--- src/rtl/chbd_pkg.sv ---
// Shared types and constants for the chunked body decoder.
package chbd_pkg;

   localparam int SIZE_BITS_DEFAULT   = 32;
   localparam int QUEUE_DEPTH_DEFAULT = 4;

   localparam logic [7:0] CHAR_LF = 8'h0A;
   localparam logic [7:0] CHAR_CR = 8'h0D;

   // End status codes carried with a stream_done result.
   localparam logic [1:0] END_COMPLETE  = 2'd0;
   localparam logic [1:0] END_NO_DIGITS = 2'd1;
   localparam logic [1:0] END_EARLY     = 2'd2;

   // One classified input transfer as it travels through the queue.
   typedef struct packed {
      logic       source_end;
      logic [7:0] body_byte;
      logic       is_hex;
      logic [3:0] hex_val;
      logic       is_lf;
      logic       is_cr;
   } item_type;

endpackage

--- src/rtl/chbd_front.sv ---
// Front end: accepts raw body bytes and classifies them for the parser.
module chbd_front (
   input  logic              req_valid,
   output logic              req_stall,
   input  logic [7:0]        req_body_byte,
   input  logic              req_source_end,
   output logic              push_valid,
   input  logic              push_ready,
   output chbd_pkg::item_type push_item
);

   logic       is_hex;
   logic [3:0] hex_val;

   always_comb begin
      is_hex  = 1'b0;
      hex_val = 4'd0;
      if (req_body_byte >= 8'h30 && req_body_byte <= 8'h39) begin
         is_hex  = 1'b1;
         hex_val = 4'(req_body_byte - 8'h30);
      end else if (req_body_byte >= 8'h61 && req_body_byte <= 8'h66) begin
         is_hex  = 1'b1;
         hex_val = 4'(req_body_byte - 8'h57);
      end else if (req_body_byte >= 8'h41 && req_body_byte <= 8'h46) begin
         is_hex  = 1'b1;
         hex_val = 4'(req_body_byte - 8'h37);
      end
   end

   assign push_valid           = req_valid;
   assign req_stall            = !push_ready;
   assign push_item.source_end = req_source_end;
   assign push_item.body_byte  = req_body_byte;
   assign push_item.is_hex     = is_hex;
   assign push_item.hex_val    = hex_val;
   assign push_item.is_lf      = (req_body_byte == chbd_pkg::CHAR_LF);
   assign push_item.is_cr      = (req_body_byte == chbd_pkg::CHAR_CR);

endmodule

--- src/rtl/chbd_queue.sv ---
// Short FIFO of classified items between the front end and the parser.
module chbd_queue #(
   parameter int DEPTH = chbd_pkg::QUEUE_DEPTH_DEFAULT
) (
   input  logic               clock,
   input  logic               reset,
   input  logic               push_valid,
   output logic               push_ready,
   input  chbd_pkg::item_type push_item,
   output logic               pop_valid,
   input  logic               pop_ready,
   output chbd_pkg::item_type pop_item
);

   localparam int PTR_W = (DEPTH > 1) ? $clog2(DEPTH) : 1;
   localparam int CNT_W = $clog2(DEPTH + 1);

   chbd_pkg::item_type entry_ff [DEPTH];
   logic [PTR_W-1:0] wr_ptr_ff, wr_ptr_in;
   logic [PTR_W-1:0] rd_ptr_ff, rd_ptr_in;
   logic [CNT_W-1:0] count_ff, count_in;
   logic             push;
   logic             pop;

   assign push_ready = (count_ff != CNT_W'(DEPTH));
   assign pop_valid  = (count_ff != '0);
   assign push       = push_valid && push_ready;
   assign pop        = pop_valid && pop_ready;
   assign pop_item   = entry_ff[rd_ptr_ff];

   always_comb begin
      wr_ptr_in = wr_ptr_ff;
      rd_ptr_in = rd_ptr_ff;
      count_in  = count_ff;
      if (push) begin
         wr_ptr_in = (wr_ptr_ff == PTR_W'(DEPTH - 1)) ? '0 : wr_ptr_ff + 1'b1;
      end
      if (pop) begin
         rd_ptr_in = (rd_ptr_ff == PTR_W'(DEPTH - 1)) ? '0 : rd_ptr_ff + 1'b1;
      end
      if (push && !pop) begin
         count_in = count_ff + 1'b1;
      end else if (pop && !push) begin
         count_in = count_ff - 1'b1;
      end
   end

   always_ff @(posedge clock) begin
      if (reset) begin
         wr_ptr_ff <= '0;
         rd_ptr_ff <= '0;
         count_ff  <= '0;
      end else begin
         wr_ptr_ff <= wr_ptr_in;
         rd_ptr_ff <= rd_ptr_in;
         count_ff  <= count_in;
      end
   end

   always_ff @(posedge clock) begin
      if (push) begin
         entry_ff[wr_ptr_ff] <= push_item;
      end
   end

   assert property (@(posedge clock) disable iff (reset) count_ff <= CNT_W'(DEPTH))
      else $error("queue occupancy exceeds its depth");
   assert property (@(posedge clock) disable iff (reset)
      (push && !pop) |=> count_ff == $past(count_ff) + 1'b1)
      else $error("queue occupancy did not grow on a lone push");
   assert property (@(posedge clock) disable iff (reset)
      (count_ff == '0) |-> (wr_ptr_ff == rd_ptr_ff))
      else $error("empty queue with diverged pointers");

endmodule

--- src/rtl/chbd_back.sv ---
// Back end: chunk framing state machine and the registered result stage.
module chbd_back #(
   parameter int SIZE_BITS = chbd_pkg::SIZE_BITS_DEFAULT
) (
   input  logic               clock,
   input  logic               reset,
   input  logic               pop_valid,
   output logic               pop_ready,
   input  chbd_pkg::item_type pop_item,
   output logic               rsp_valid,
   input  logic               rsp_stall,
   output logic [7:0]         rsp_payload_byte,
   output logic               rsp_chunk_last,
   output logic               rsp_stream_done,
   output logic [1:0]         rsp_end_status
);

   typedef enum logic [4:0] {
      MODE_SIZE    = 5'b00001,
      MODE_DATA    = 5'b00010,
      MODE_SKIP    = 5'b00100,
      MODE_TRAILER = 5'b01000,
      MODE_DONE    = 5'b10000
   } mode_type;

   mode_type             mode_ff, mode_in;
   logic [SIZE_BITS-1:0] remaining_ff, remaining_in;
   logic                 digits_seen_ff, digits_seen_in;
   logic                 digits_stopped_ff, digits_stopped_in;
   logic [1:0]           line_count_ff, line_count_in;
   logic                 last_cr_ff, last_cr_in;
   logic                 skip_one_ff, skip_one_in;

   logic                 rsp_valid_ff, rsp_valid_in;
   logic [7:0]           payload_ff, payload_in;
   logic                 last_ff, last_in;
   logic                 done_ff, done_in;
   logic [1:0]           status_ff, status_in;

   logic                 take;
   logic                 emit;
   logic                 finish;
   logic [1:0]           finish_status;
   logic                 on_last;

   assign pop_ready = !rsp_valid_ff || !rsp_stall;
   assign take      = pop_valid && pop_ready;
   assign on_last   = (remaining_ff == SIZE_BITS'(1));

   always_comb begin
      mode_in           = mode_ff;
      remaining_in      = remaining_ff;
      digits_seen_in    = digits_seen_ff;
      digits_stopped_in = digits_stopped_ff;
      line_count_in     = line_count_ff;
      last_cr_in        = last_cr_ff;
      skip_one_in       = skip_one_ff;
      emit              = 1'b0;
      finish            = 1'b0;
      finish_status     = chbd_pkg::END_COMPLETE;

      if (take && mode_ff != MODE_DONE) begin
         if (pop_item.source_end) begin
            finish        = 1'b1;
            finish_status = chbd_pkg::END_EARLY;
         end else begin
            unique case (mode_ff)
               MODE_SIZE: begin
                  if (pop_item.is_lf) begin
                     if (!digits_seen_ff) begin
                        finish        = 1'b1;
                        finish_status = chbd_pkg::END_NO_DIGITS;
                     end else if (remaining_ff == '0) begin
                        mode_in       = MODE_TRAILER;
                        line_count_in = 2'd0;
                        last_cr_in    = 1'b0;
                     end else begin
                        mode_in = MODE_DATA;
                     end
                  end else if (!digits_stopped_ff) begin
                     if (pop_item.is_hex) begin
                        remaining_in   = {remaining_ff[SIZE_BITS-5:0], pop_item.hex_val};
                        digits_seen_in = 1'b1;
                     end else begin
                        digits_stopped_in = 1'b1;
                     end
                  end
               end
               MODE_DATA: begin
                  remaining_in = remaining_ff - 1'b1;
                  emit         = 1'b1;
                  if (on_last) begin
                     mode_in     = MODE_SKIP;
                     skip_one_in = 1'b0;
                  end
               end
               MODE_SKIP: begin
                  if (!skip_one_ff) begin
                     skip_one_in = 1'b1;
                  end else begin
                     skip_one_in       = 1'b0;
                     mode_in           = MODE_SIZE;
                     remaining_in      = '0;
                     digits_seen_in    = 1'b0;
                     digits_stopped_in = 1'b0;
                  end
               end
               MODE_TRAILER: begin
                  if (pop_item.is_lf) begin
                     if (line_count_ff == 2'd0 || (line_count_ff == 2'd1 && last_cr_ff)) begin
                        finish        = 1'b1;
                        finish_status = chbd_pkg::END_COMPLETE;
                     end else begin
                        line_count_in = 2'd0;
                        last_cr_in    = 1'b0;
                     end
                  end else begin
                     if (line_count_ff != 2'd2) begin
                        line_count_in = line_count_ff + 1'b1;
                     end
                     last_cr_in = pop_item.is_cr;
                  end
               end
               default: begin
                  mode_in = MODE_DONE;
               end
            endcase
         end
      end

      if (finish) begin
         mode_in = MODE_DONE;
      end

      rsp_valid_in = rsp_valid_ff && rsp_stall;
      payload_in   = payload_ff;
      last_in      = last_ff;
      done_in      = done_ff;
      status_in    = status_ff;
      if (emit) begin
         rsp_valid_in = 1'b1;
         payload_in   = pop_item.body_byte;
         last_in      = on_last;
         done_in      = 1'b0;
         status_in    = chbd_pkg::END_COMPLETE;
      end else if (finish) begin
         rsp_valid_in = 1'b1;
         payload_in   = 8'd0;
         last_in      = 1'b0;
         done_in      = 1'b1;
         status_in    = finish_status;
      end
   end

   always_ff @(posedge clock) begin
      if (reset) begin
         mode_ff           <= MODE_SIZE;
         remaining_ff      <= '0;
         digits_seen_ff    <= 1'b0;
         digits_stopped_ff <= 1'b0;
         line_count_ff     <= 2'd0;
         last_cr_ff        <= 1'b0;
         skip_one_ff       <= 1'b0;
         rsp_valid_ff      <= 1'b0;
      end else begin
         mode_ff           <= mode_in;
         remaining_ff      <= remaining_in;
         digits_seen_ff    <= digits_seen_in;
         digits_stopped_ff <= digits_stopped_in;
         line_count_ff     <= line_count_in;
         last_cr_ff        <= last_cr_in;
         skip_one_ff       <= skip_one_in;
         rsp_valid_ff      <= rsp_valid_in;
      end
   end

   always_ff @(posedge clock) begin
      payload_ff <= payload_in;
      last_ff    <= last_in;
      done_ff    <= done_in;
      status_ff  <= status_in;
   end

   assign rsp_valid        = rsp_valid_ff;
   assign rsp_payload_byte = payload_ff;
   assign rsp_chunk_last   = last_ff;
   assign rsp_stream_done  = done_ff;
   assign rsp_end_status   = status_ff;

   assert property (@(posedge clock) disable iff (reset)
      (mode_ff == MODE_DATA) |-> (remaining_ff != '0))
      else $error("payload mode entered with nothing left to pass");
   assert property (@(posedge clock) disable iff (reset)
      (rsp_valid_ff && done_ff) |-> (payload_ff == 8'd0 && !last_ff))
      else $error("end result carries payload");
   assert property (@(posedge clock) disable iff (reset)
      (rsp_valid_ff && !done_ff) |-> (status_ff == chbd_pkg::END_COMPLETE))
      else $error("payload result carries an end status");
   assert property (@(posedge clock) disable iff (reset)
      (mode_ff == MODE_DONE) |=> (mode_ff == MODE_DONE))
      else $error("parser left the finished state");

endmodule

--- src/rtl/http_chunked_body_decoder_unit.sv ---
// Top level of the chunked body decoder: front end, item queue and parser.
//
//   Channel  Direction  Handshake             Payload
//   req      in         req_valid/req_stall   req_body_byte, req_source_end
//   rsp      out        rsp_valid/rsp_stall   rsp_payload_byte, rsp_chunk_last,
//                                             rsp_stream_done, rsp_end_status
//
// One input transfer is taken every cycle while the queue has room, and the
// parser retires one queued byte per cycle while rsp_stall is low, so the
// sustained rate is one byte per clock. On its way out a transfer is held in
// a queue entry, and the result it causes is held in the result register.
// Reset is synchronous and active high; it clears the queue, the parser state
// and the result valid flag, and the block takes transfers in the next cycle.
// rsp_stall holds the result register and stops the parser; req_stall rises
// only once the queue is full, so the two sides stall independently.
module http_chunked_body_decoder_unit #(
   parameter int SIZE_BITS   = chbd_pkg::SIZE_BITS_DEFAULT,
   parameter int QUEUE_DEPTH = chbd_pkg::QUEUE_DEPTH_DEFAULT
) (
   input  logic       clock,
   input  logic       reset,
   input  logic       req_valid,
   output logic       req_stall,
   input  logic [7:0] req_body_byte,
   input  logic       req_source_end,
   output logic       rsp_valid,
   input  logic       rsp_stall,
   output logic [7:0] rsp_payload_byte,
   output logic       rsp_chunk_last,
   output logic       rsp_stream_done,
   output logic [1:0] rsp_end_status
);

   // Classified items travelling from the front end into the queue.
   chbd_pkg::item_type push_item;
   logic               push_valid;
   logic               push_ready;

   // Items leaving the queue towards the parser.
   chbd_pkg::item_type pop_item;
   logic               pop_valid;
   logic               pop_ready;

   // The front end decodes hex digits and line-end characters once, so the
   // parser sees ready-made flags rather than raw byte compares.
   chbd_front u_front (
      .req_valid      (req_valid),
      .req_stall      (req_stall),
      .req_body_byte  (req_body_byte),
      .req_source_end (req_source_end),
      .push_valid     (push_valid),
      .push_ready     (push_ready),
      .push_item      (push_item)
   );

   // The queue absorbs a stalled result channel for up to QUEUE_DEPTH transfers
   // before back-pressure reaches the source.
   chbd_queue #(
      .DEPTH (QUEUE_DEPTH)
   ) u_queue (
      .clock      (clock),
      .reset      (reset),
      .push_valid (push_valid),
      .push_ready (push_ready),
      .push_item  (push_item),
      .pop_valid  (pop_valid),
      .pop_ready  (pop_ready),
      .pop_item   (pop_item)
   );

   // The parser walks size lines, payload, the two separator bytes and the
   // trailer, and produces at most one result per byte it consumes.
   chbd_back #(
      .SIZE_BITS (SIZE_BITS)
   ) u_back (
      .clock            (clock),
      .reset            (reset),
      .pop_valid        (pop_valid),
      .pop_ready        (pop_ready),
      .pop_item         (pop_item),
      .rsp_valid        (rsp_valid),
      .rsp_stall        (rsp_stall),
      .rsp_payload_byte (rsp_payload_byte),
      .rsp_chunk_last   (rsp_chunk_last),
      .rsp_stream_done  (rsp_stream_done),
      .rsp_end_status   (rsp_end_status)
   );

endmodule
--- config.mk ---
export PLATFORM = sky130hd
export DESIGN_NAME = http_chunked_body_decoder_unit
export DESIGN_NICKNAME = d
export VERILOG_FILES = /design/src/rtl/chbd_pkg.sv /design/src/rtl/chbd_front.sv /design/src/rtl/chbd_queue.sv /design/src/rtl/chbd_back.sv /design/src/rtl/http_chunked_body_decoder_unit.sv
export SDC_FILE = /design/constraint.sdc
export NUM_CORES = 1
export LEC_CHECK = 0
export ABC_AREA = 1
export BUFFER_PORTS_ARGS = -buffer_cell sky130_fd_sc_hd__buf_2
export CORE_MARGIN = 1
export CORE_UTILIZATION = 50
export DETAILED_ROUTE_END_ITERATION = 12
export GPL_TIMING_DRIVEN = 0
export PLACE_DENSITY = 0.72
export SETUP_SLACK_MARGIN = 0.2
export SYNTH_ARGS = -nofsm -noshare
export SYNTH_HDL_FRONTEND = slang
export SYNTH_SLANG_ARGS = --single-unit
--- constraint.sdc ---
create_clock -name clock -period 2.24 [get_ports clock]
set_input_delay 0.224 -clock clock [delete_from_list [all_inputs] [get_ports clock]]
set_output_delay 0.224 -clock clock [all_outputs]
set_load 0.01 [all_outputs]
; ---- After elaboration in Yosys (flattened, before gate mapping)
; Memory sizes are Yosys's and may differ from the RTL's. A register that Yosys moved wholly into a read port is not among the register bits.
; Index checks and enable logic that the tools add are counted.
[word_totals]
in_bits = 13
ramBits = 64
ff_bits = 63
memories = 1
[classes]
n_mux = 74
addsub = 9
bitwise_logic = 2
n_eq_ne = 29
n_lt_le_gt_ge = 6
reduce_logical = 36
[mem_list]
columns = name, depth, width, rd, rd_clocked_by_memory_dff, write_ports, line
row1 = u_queue.entry_ff, 4, 16, 1, 1, 1, chbd_queue.sv:18  ; chbd_pkg::item_type entry_ff [DEPTH];
[op_table]
columns = op, n
row1 = $mux 32, 4
row2 = $pmux 32 s3, 1
row3 = $mux 5, 7
row4 = $reduce_and 7->1, 5
row5 = $mux 1, 33
row6 = $eq 32x1->1 const B, 1
row7 = $logic_not 32->1, 1
row8 = $sub 32x1->32 const B, 1
row9 = $mux 2, 14
row10 = $pmux 5 s4, 1
row11 = $eq 8x4->1 const B, 2
row12 = $ge 8x7->1 const B, 2
row13 = $le 8x7->1 const B, 2
row14 = $mux 4, 4
row15 = $mux 8, 2
row16 = $ne 2x1->1 const B, 6
row17 = $reduce_bool 2->1, 6
row18 = $logic_and 1x1->1, 10
row19 = $ne 2x2->1 const B, 5
row20 = $pmux 1 s2, 5
row21 = $ne 3x1->1 const B, 3
row22 = $ge 8x6->1 const B, 1
row23 = $le 8x6->1 const B, 1
row24 = $reduce_and 8->1, 1
row25 = other kinds (24), 38

; ---- Longest topological paths before layout
; Gate-level depths: netlist of the first run.
[logic_depth]
depth_word = 10
mapped_depth = 13
depth_no_buf = 12

; ---- Modules after synthesis
; Synthesis of the first run repeated with hierarchy kept, for this count alone.
[unflattened]
cells_unflattened = 862
hier_area_um2 = 6840.3
[modules_own_cells]
columns = module, cells_each, area_each_um2, seq_area_each_um2, n_inst
row1 = chbd_back, 591, 3629.7, 1211.2, 1
row2 = chbd_queue, 223, 2916.5, 2102.0, 1
row3 = chbd_front, 48, 294.0, 0.0, 1

; ---- Least setup slack after synthesis of the first run
; OpenSTA, ideal clock, no wires.
[synth_timing]
path_kind = flip-flop to flip-flop
from = register u_queue.count_ff[0]
to = register u_queue.count_ff[2]
setup_time_ns = 0.122
t_arrival_ns = 1.715
setup_slack_ns = 0.403
path_stages_with_launch = 12
required_time_ns = 2.118
cell_sequence = dfxtp_1 -> nor2_1 -> nand2_1 -> nand2_1 -> inv_1 -> ha_1 -> inv_1 -> fa_1 -> a21oi_1 -> o21ai_0 -> o21ai_0 -> a21oi_1
[synth_via]
elab_chain_cells = 5
elab_cells_between_ends = 13
classes_between = add/sub: 2 / eq/ne: 1 / mux: 2 / reduce/logical: 8
[synth_lines]
columns = element, line
row1 = start: declaration, chbd_queue.sv:21  ; logic [CNT_W-1:0] count_ff, count_in;
row2 = start signal: assignment, chbd_queue.sv:56  ; count_ff <= count_in;
row3 = $ne 3x3->1 (*), chbd_queue.sv:25  ; assign push_ready = (count_ff != CNT_W'(DEPTH));
row4 = $logic_and 1x1->1 (*), chbd_queue.sv:27  ; assign push = push_valid && push_ready;
row5 = net u_queue.push, chbd_queue.sv:22  ; logic push;
row6 = $logic_not 1->1, chbd_queue.sv:43  ; end else if (pop && !push) begin
row7 = $logic_and 1x1->1, chbd_queue.sv:43
row8 = $reduce_bool 2->1 (no line), -
; The timed path passes the listed nets; every way through them passes the cells marked *. The select of a mux whose other input is x is not followed.
; A chain may end at the register's enable or synchronous reset.

; ---- Final worst setup path of the first run
[layout_timing]
from = register u_back.remaining_ff[0]
to = register u_back.remaining_ff[18]
[layout_via]
elab_chain_cells = 2
[layout_lines]
columns = element, line
row1 = start: declaration, chbd_back.sv:27  ; logic [SIZE_BITS-1:0] remaining_ff, remaining_in;
row2 = start signal: assignment, chbd_back.sv:167  ; remaining_ff <= remaining_in;
row3 = $sub 32x1->32, chbd_back.sv:90  ; remaining_in = remaining_ff - 1'b1;
row4 = $pmux 32 s3, chbd_back.sv:67  ; unique case (mode_ff)
; No other way between the ends.

==> impl_metrics.tcl, run 1 <==
set metrics [dict create \
    synth_area_leaders "edfxtp_1 32%, dfxtp_1 16%, nand2_1 11%" \
    post_drt_wl_per_cell_um 14.7 \
    synth_edf_count 73 \
    syn-instance-count 878 \
    wl_um 16400 \
    vias 5877 \
    initial_core_util_pct 51.3 \
    ys.flop_type "edfxtp_1" \
    synthArstFlopShare_pct 0 \
    syn-num-nets 907 \
    antenna_left 0 \
    startpoint_type "register" \
    final_nets 956 \
    ys_warn_count 0 \
    cap_viol_max_count 0 \
    synth.most_common_cell "nand2_1" \
    hold_path_class "in2reg" \
    die_w_um 119 \
    first_iter_violations 506 \
    drt_pass1_iterations 8 \
    grt_max_degree 17 \
    rows 42 \
    cp_max_fo 6 \
    hpwl_um 11200 \
    portBuffers 26 \
    place_congestion 0.898 \
    report.final.slew_viol_count 0 \
    drc 0 \
    setup_viol 0 \
    path_class "reg2reg" \
    ys_ff_latch 129 \
    yosysSeqAreaShare_pct 48.7 \
    vias_per_cell 5.27 \
    grt_pass1_wl_um 26600 \
    holdPathEnd "u_queue.entry_ff[2][10]" \
    rsz0062_at_grt "true" \
    dp.cells 1080 \
    clkTransAtPathRegs_ns 0.06 \
    track_usage_pct 24.7 \
    die_h_um 119 \
    status "finished clean" \
    finalCritPeriodShare_pct 87.2 \
    clock_skew_ns 0.0151 \
    grt_pass1_vias 5444 \
    hold_violations 0 \
    netlist_area_um2 6800 \
    grt_overflow_total 0 \
    htreeDepth 4 \
    r2r_slack_ns 0.29 \
    max_freq_ghz 0.512 \
    worstRegToRegCells 11 \
    insertion_delay_ns 0.44 \
    required_ns 2.56 \
    syn2layout_area_growth_pct 15.4 \
    n_fill_cell 1180 \
    critPathCaptureType "register" \
    synth_common_cells "203 x nand2_1, 175 x nor2_1, 83 x inv_1" \
    post-route-util_pct 59.2 \
    avgSynthCellArea_um2 7.74 \
    cts.sinks 129 \
    drive_gt1_share_pct 13.9 \
    tightest_slew_ns 0.953 \
    synth_cell_type_count 42 \
    design.core.area_um2 13200 \
    relSlewSlack_pct 36.4 \
    antenna_cells 0 \
    antenna_found_initial 0 \
    cp.arrival_ns 2.28 \
    ios 27 \
    r2r-start "u_back.remaining_ff[0]" \
    clockBufferDepth 2 \
    hold_start "req_body_byte[3]" \
    synth.top_cell.area_share_pct 32.3 \
    cts_tree "done" \
    whs_path_depth 1 \
    cts_root_buffer "clkbuf_16" \
    cts_buffers 17 \
    stdcell_count 1116 \
    die_area_um2 14100 \
    r2r-end "u_back.remaining_ff[18]" \
    min_period_ns 1.95 \
    synth.largest_area_cell "edfxtp_1" \
]
[worst max path at each step]
stage                                 end  cells after the start                   start  slack (ns)
5_1_grt                 u_back.mode_ff[3]                     10  u_back.remaining_ff[0]        0.14
2_1_floorplan         u_queue.count_ff[2]                     11     u_queue.count_ff[0]        0.40
3_5_place_dp   u_back.rsp_payload_byte[0]                      9               rsp_stall       -0.19
3_3_place_gp      u_queue.entry_ff[2][14]                      4     u_queue.count_ff[0]       -0.18
6_report          u_back.remaining_ff[18]                     11  u_back.remaining_ff[0]        0.29
4_1_cts            u_back.remaining_ff[4]                     12        u_back.rsp_valid        0.22
[final cells by class]
| class | instances | area (um^2) | area share (%) |
|---|---|---|---|
| multi-input cells | 629 | 3070 | 39.1 |
| plain buffers | 26 | 156 | 1.99 |
| repair buffers | 30 | 163 | 2.07 |
| inverters | 94 | 354 | 4.51 |
| well taps | 176 | 220 | 2.81 |
| flip-flops and latches | 129 | 3320 | 42.3 |
| clock inverters | 15 | 145 | 1.85 |
| clock buffers | 17 | 425 | 5.42 |
[per-stage QoR]
step | instance area [um^2] | setup slack [ns] | hold WS [ns] | TNS [ns]
final | 7850 | 0.287 | 0.0373 | 0
after global routing | 7850 | 0.135 | 0.0416 | 0
after CTS | 7760 | 0.219 | 0.0324 | 0
after detailed placement | 7160 | -0.187 | 0.445 | -1.68
after global placement | 7150 | -0.176 | 0.439 | -10.31
after floorplan | 6800 | 0.403 | 0.293 | 0
[state kept, by name, summed over array words and instances, names as in the netlist, named ones only]
name / cells
u_back.rsp_chunk_last: 1
u_back.rsp_payload_byte: 8
u_back.digits_seen_ff: 1
u_back.rsp_end_status: 2
u_back.digits_stopped_ff: 1
u_back.line_count_ff: 2
u_queue.wr_ptr_ff: 2
u_queue.count_ff: 3
u_back.skip_one_ff: 1
u_queue.rd_ptr_ff: 2
u_queue.entry_ff: 64
u_back.last_cr_ff: 1
u_back.rsp_stream_done: 1
u_back.remaining_ff: 32
u_back.mode_ff: 5
u_back.rsp_valid: 1
[critical path: stages (launching register included)]
cell	delay (ns)
dfxtp_1	0.31
inv_1	0.15
ha_2	0.26
nand2_2	0.11
nor2_4	0.17
nand2_1	0.16
nor2_2	0.19
nand2_1	0.12
inv_1	0.10
nand3_1	0.07
a21oi_1	0.14
nor2_1	0.06
[cell families (layout without fill, tap and decap cells)]
family / after synthesis / count (layout) / synth area share [%]
AND/OR/NAND/NOR: 474 / 474 / 29.5
AO/OA/AOI/OAI: 133 / 133 / 10.5
flip-flops: 129 / 129 / 48.7
buffers and inverters: 120 / 182 / 7.38
adder cells (fa/ha/maj): 16 / 16 / 3.06
XOR/XNOR: 6 / 6 / 0.773
[timing repair]
action                     CTS  global route
setup endpoints to repair   42            59
gates resized for setup      9            21
setup buffers                0             3
hold endpoints to repair     3             0
hold buffers                 1             0
pin swaps                    0             1
[placed cells by master (no fill, tap or decap), types with 6 or more instances in the layout]
cell       count
a21oi_1       48
buf_2         30
buf_4          7
clkbuf_1       9
clkbuf_16     17
dfxtp_1       54
edfxtp_1      73
ha_1          14
inv_1         82
inv_2          9
nand2_1      199
nand2_2        6
nand3_1       50
nand3_2        6
nand4_1        8
nor2_1       168
nor2_2        13
nor3_1         9
o21ai_0       59
o22ai_1       10
[metal layers]
metal  GRT usage (%)  vias up  part of all wire (%)
met2            38.7      185                    46
met5               0        -                     0
met1            33.0     2709                    45
li1                -     2957                     -
met3            5.55       26                   7.0
met4            10.3        0                   1.6
Power of run 1 is left out: the tool's default activity adds up to more than one toggle a clock period on the data nets, which glitch-free logic cannot reach.
==> run 2: changes to the inputs <==
--- a/config.mk
+++ b/config.mk
@@ -12,5 +12,5 @@
 export DETAILED_ROUTE_END_ITERATION = 12
 export GPL_TIMING_DRIVEN = 0
-export PLACE_DENSITY = 0.72
+export PLACE_DENSITY = 0.64
 export SETUP_SLACK_MARGIN = 0.2
 export SYNTH_ARGS = -nofsm -noshare
==> constraint.sdc (replaced) <==
create_clock -name clock -period 2.24 [get_ports clock]
set_input_delay 0.224 -clock clock [delete_from_list [all_inputs] [get_ports clock]]
set_output_delay 0.224 -clock clock [all_outputs]
set_load 0.05 [all_outputs]
==> run 2 against run 1 <==
  * Clock skew decreased by 0.0070 ns
  * Final cell count unchanged
  * Die area unchanged
  * Global-route usage increased by 0.69 points
  * Clock-buffer cell count unchanged
  * First-iteration DRC count decreased by 5.3%
  * Worst hold slack got worse by 0.021 ns
  * Critical path type unchanged
  * Critical endpoint is now u_back.remaining_ff[0]
==> impl_metrics.tcl, run 2 (same netlist as run 1, synthesis figures left out) <==
set metrics [dict create \
    min_period_ns 1.97 \
    crit_buf_inv 2 \
    whs_ns 0.0158 \
    hold_path_class "in2reg" \
    final_nets 959 \
    rows 42 \
    clockBufferDepth 2 \
    track_usage_pct 25.4 \
    insertion_delay_ns 0.42 \
    portBuffers 26 \
    cts_tree "done" \
    rsz0062_at_grt "true" \
    setup_viol 0 \
    r2r-start "u_back.mode_ff[2]" \
    post_drt_wl_per_cell_um 15.3 \
    startpoint_type "register" \
    status "finished clean" \
    place_congestion 0.904 \
    antenna_found_initial 0 \
    die_w_um 119 \
    largest_reg_flops 64 \
    worst-path-stages 6 \
    vias_per_cell 5.36 \
    regArea_um2 3320 \
    die_h_um 119 \
    slowest_stage "clkbuf_1" \
    cts.sinks 129 \
    initial_core_util_pct 51.3 \
    final_common_cell "nand2_1" \
    grt_max_degree 17 \
    die_area_um2 14100 \
    regMostFlops "u_queue.entry_ff" \
    drc 0 \
    clock_skew_ns 0.00813 \
    whs_path_depth 1 \
    grt_pass1_vias 5763 \
    cp_cell_sequence "nor2_4, nand4_4, inv_2, clkbuf_1, a22oi_1, a21oi_1" \
    cts_buffers 17 \
    report.final.slew_viol_count 0 \
    drive_gt1_share_pct 13.7 \
    cp.arrival_ns 2.32 \
    n_fill_cell 1215 \
    wl_um 17000 \
    drt_pass1_iterations 5 \
    cp_max_fo 10 \
    cap_viol_max_count 0 \
    r2r_slack_ns 0.27 \
    finalCritPeriodShare_pct 87.8 \
    grt_overflow_total 0 \
    cts_root_buffer "clkbuf_16" \
    multi_input_area_um2 3070 \
    critPathCaptureType "register" \
    relSlewSlack_pct 52.0 \
    tightest_slew_ns 0.720 \
    required_ns 2.59 \
    crit_family "buffers and inverters" \
    design.core.area_um2 13200 \
    antenna_cells 0 \
    ios 27 \
    htreeDepth 4 \
    grt_pass1_wl_um 27600 \
    clkTransAtPathRegs_ns 0.06 \
    syn2layout_area_growth_pct 15.4 \
    antenna_left 0 \
    path_class "reg2reg" \
    max_freq_ghz 0.508 \
    first_iter_violations 479 \
    cp_slowest_stage_delay_ns 0.54 \
    final_cell_mix "200 x nand2_1, 167 x nor2_1, 83 x inv_1" \
    cp-startpoint "u_back.mode_ff[2]" \
    vias 5983 \
    hpwl_um 11900 \
    hold_start "req_source_end" \
    hold_violations 0 \
    worstRegToRegCells 6 \
]
-- run 2: changes by cell type in the layout (fill, tap and decap cells not counted), moves of 2 or more --
cell        delta
inv_8          -5
buf_8          +3
clkbuf_1       +2
clkbuf_2       -2
clkinvlp_4     +6
clkinv_4       -2
-- run 2: final timing paths --
kind	endpoint
setup / recovery	u_back.remaining_ff[0]
hold / removal	u_queue.entry_ff[2][15]
setup reg to reg	u_back.remaining_ff[0]
hold reg to reg	u_back.rsp_stream_done
-- run 2: stage by stage --
step           instances  setup TNS, ns  util, %  setup WS, ns  area (um^2)
6_report            1116              0     59.2         0.273         7840
5_1_grt             1116              0     59.2         0.165         7840
4_1_cts             1113              0     58.6         0.205         7760
3_5_place_dp        1084         -0.650     54.5       -0.0726         7210
3_3_place_gp        1080         -10.41     54.0        -0.174         7150
2_1_floorplan        878              0        -         0.371         6800
-- run 2: routing by layer --
metal	share of wire (%)	track usage, %	wire (um)	vias up
met5	0	0	0	-
met4	3.0	12.3	519	0
met3	5.3	5.26	895	42
met2	50	44.1	8540	189
met1	42	29.9	7080	2782
li1	-	-	-	2970
-- run 2: layout make-up --
class | count | area share, %
Timing Repair Buffer | 33 | 2.67
Sequential cell | 129 | 42.3
Clock inverter | 12 | 1.17
Tap cell | 176 | 2.81
Clock buffer | 17 | 5.43
Multi-Input combinational cell | 629 | 39.1
Buffer | 26 | 1.96
Inverter | 94 | 4.52
-- run 2: what timing repair did --
action / 4_1_cts / 5_1_grt
resized for setup: 6 / 22
setup buffers: 0 / 3
pin swaps: 0 / 1
cloned: 0 / 0
endpoints found under the setup margin: 29 / 32
hold buffers: 0 / 0
-- run 2: worst register-to-register path, cell delays in order, from the launching register on --
cell and delay [ns]:
dfxtp_1 0.34, nor2_4 0.19, nand4_4 0.24, inv_2 0.19, clkbuf_1 0.54, a22oi_1 0.20
a21oi_1 0.18
Power of run 2 is left out for the same reason.
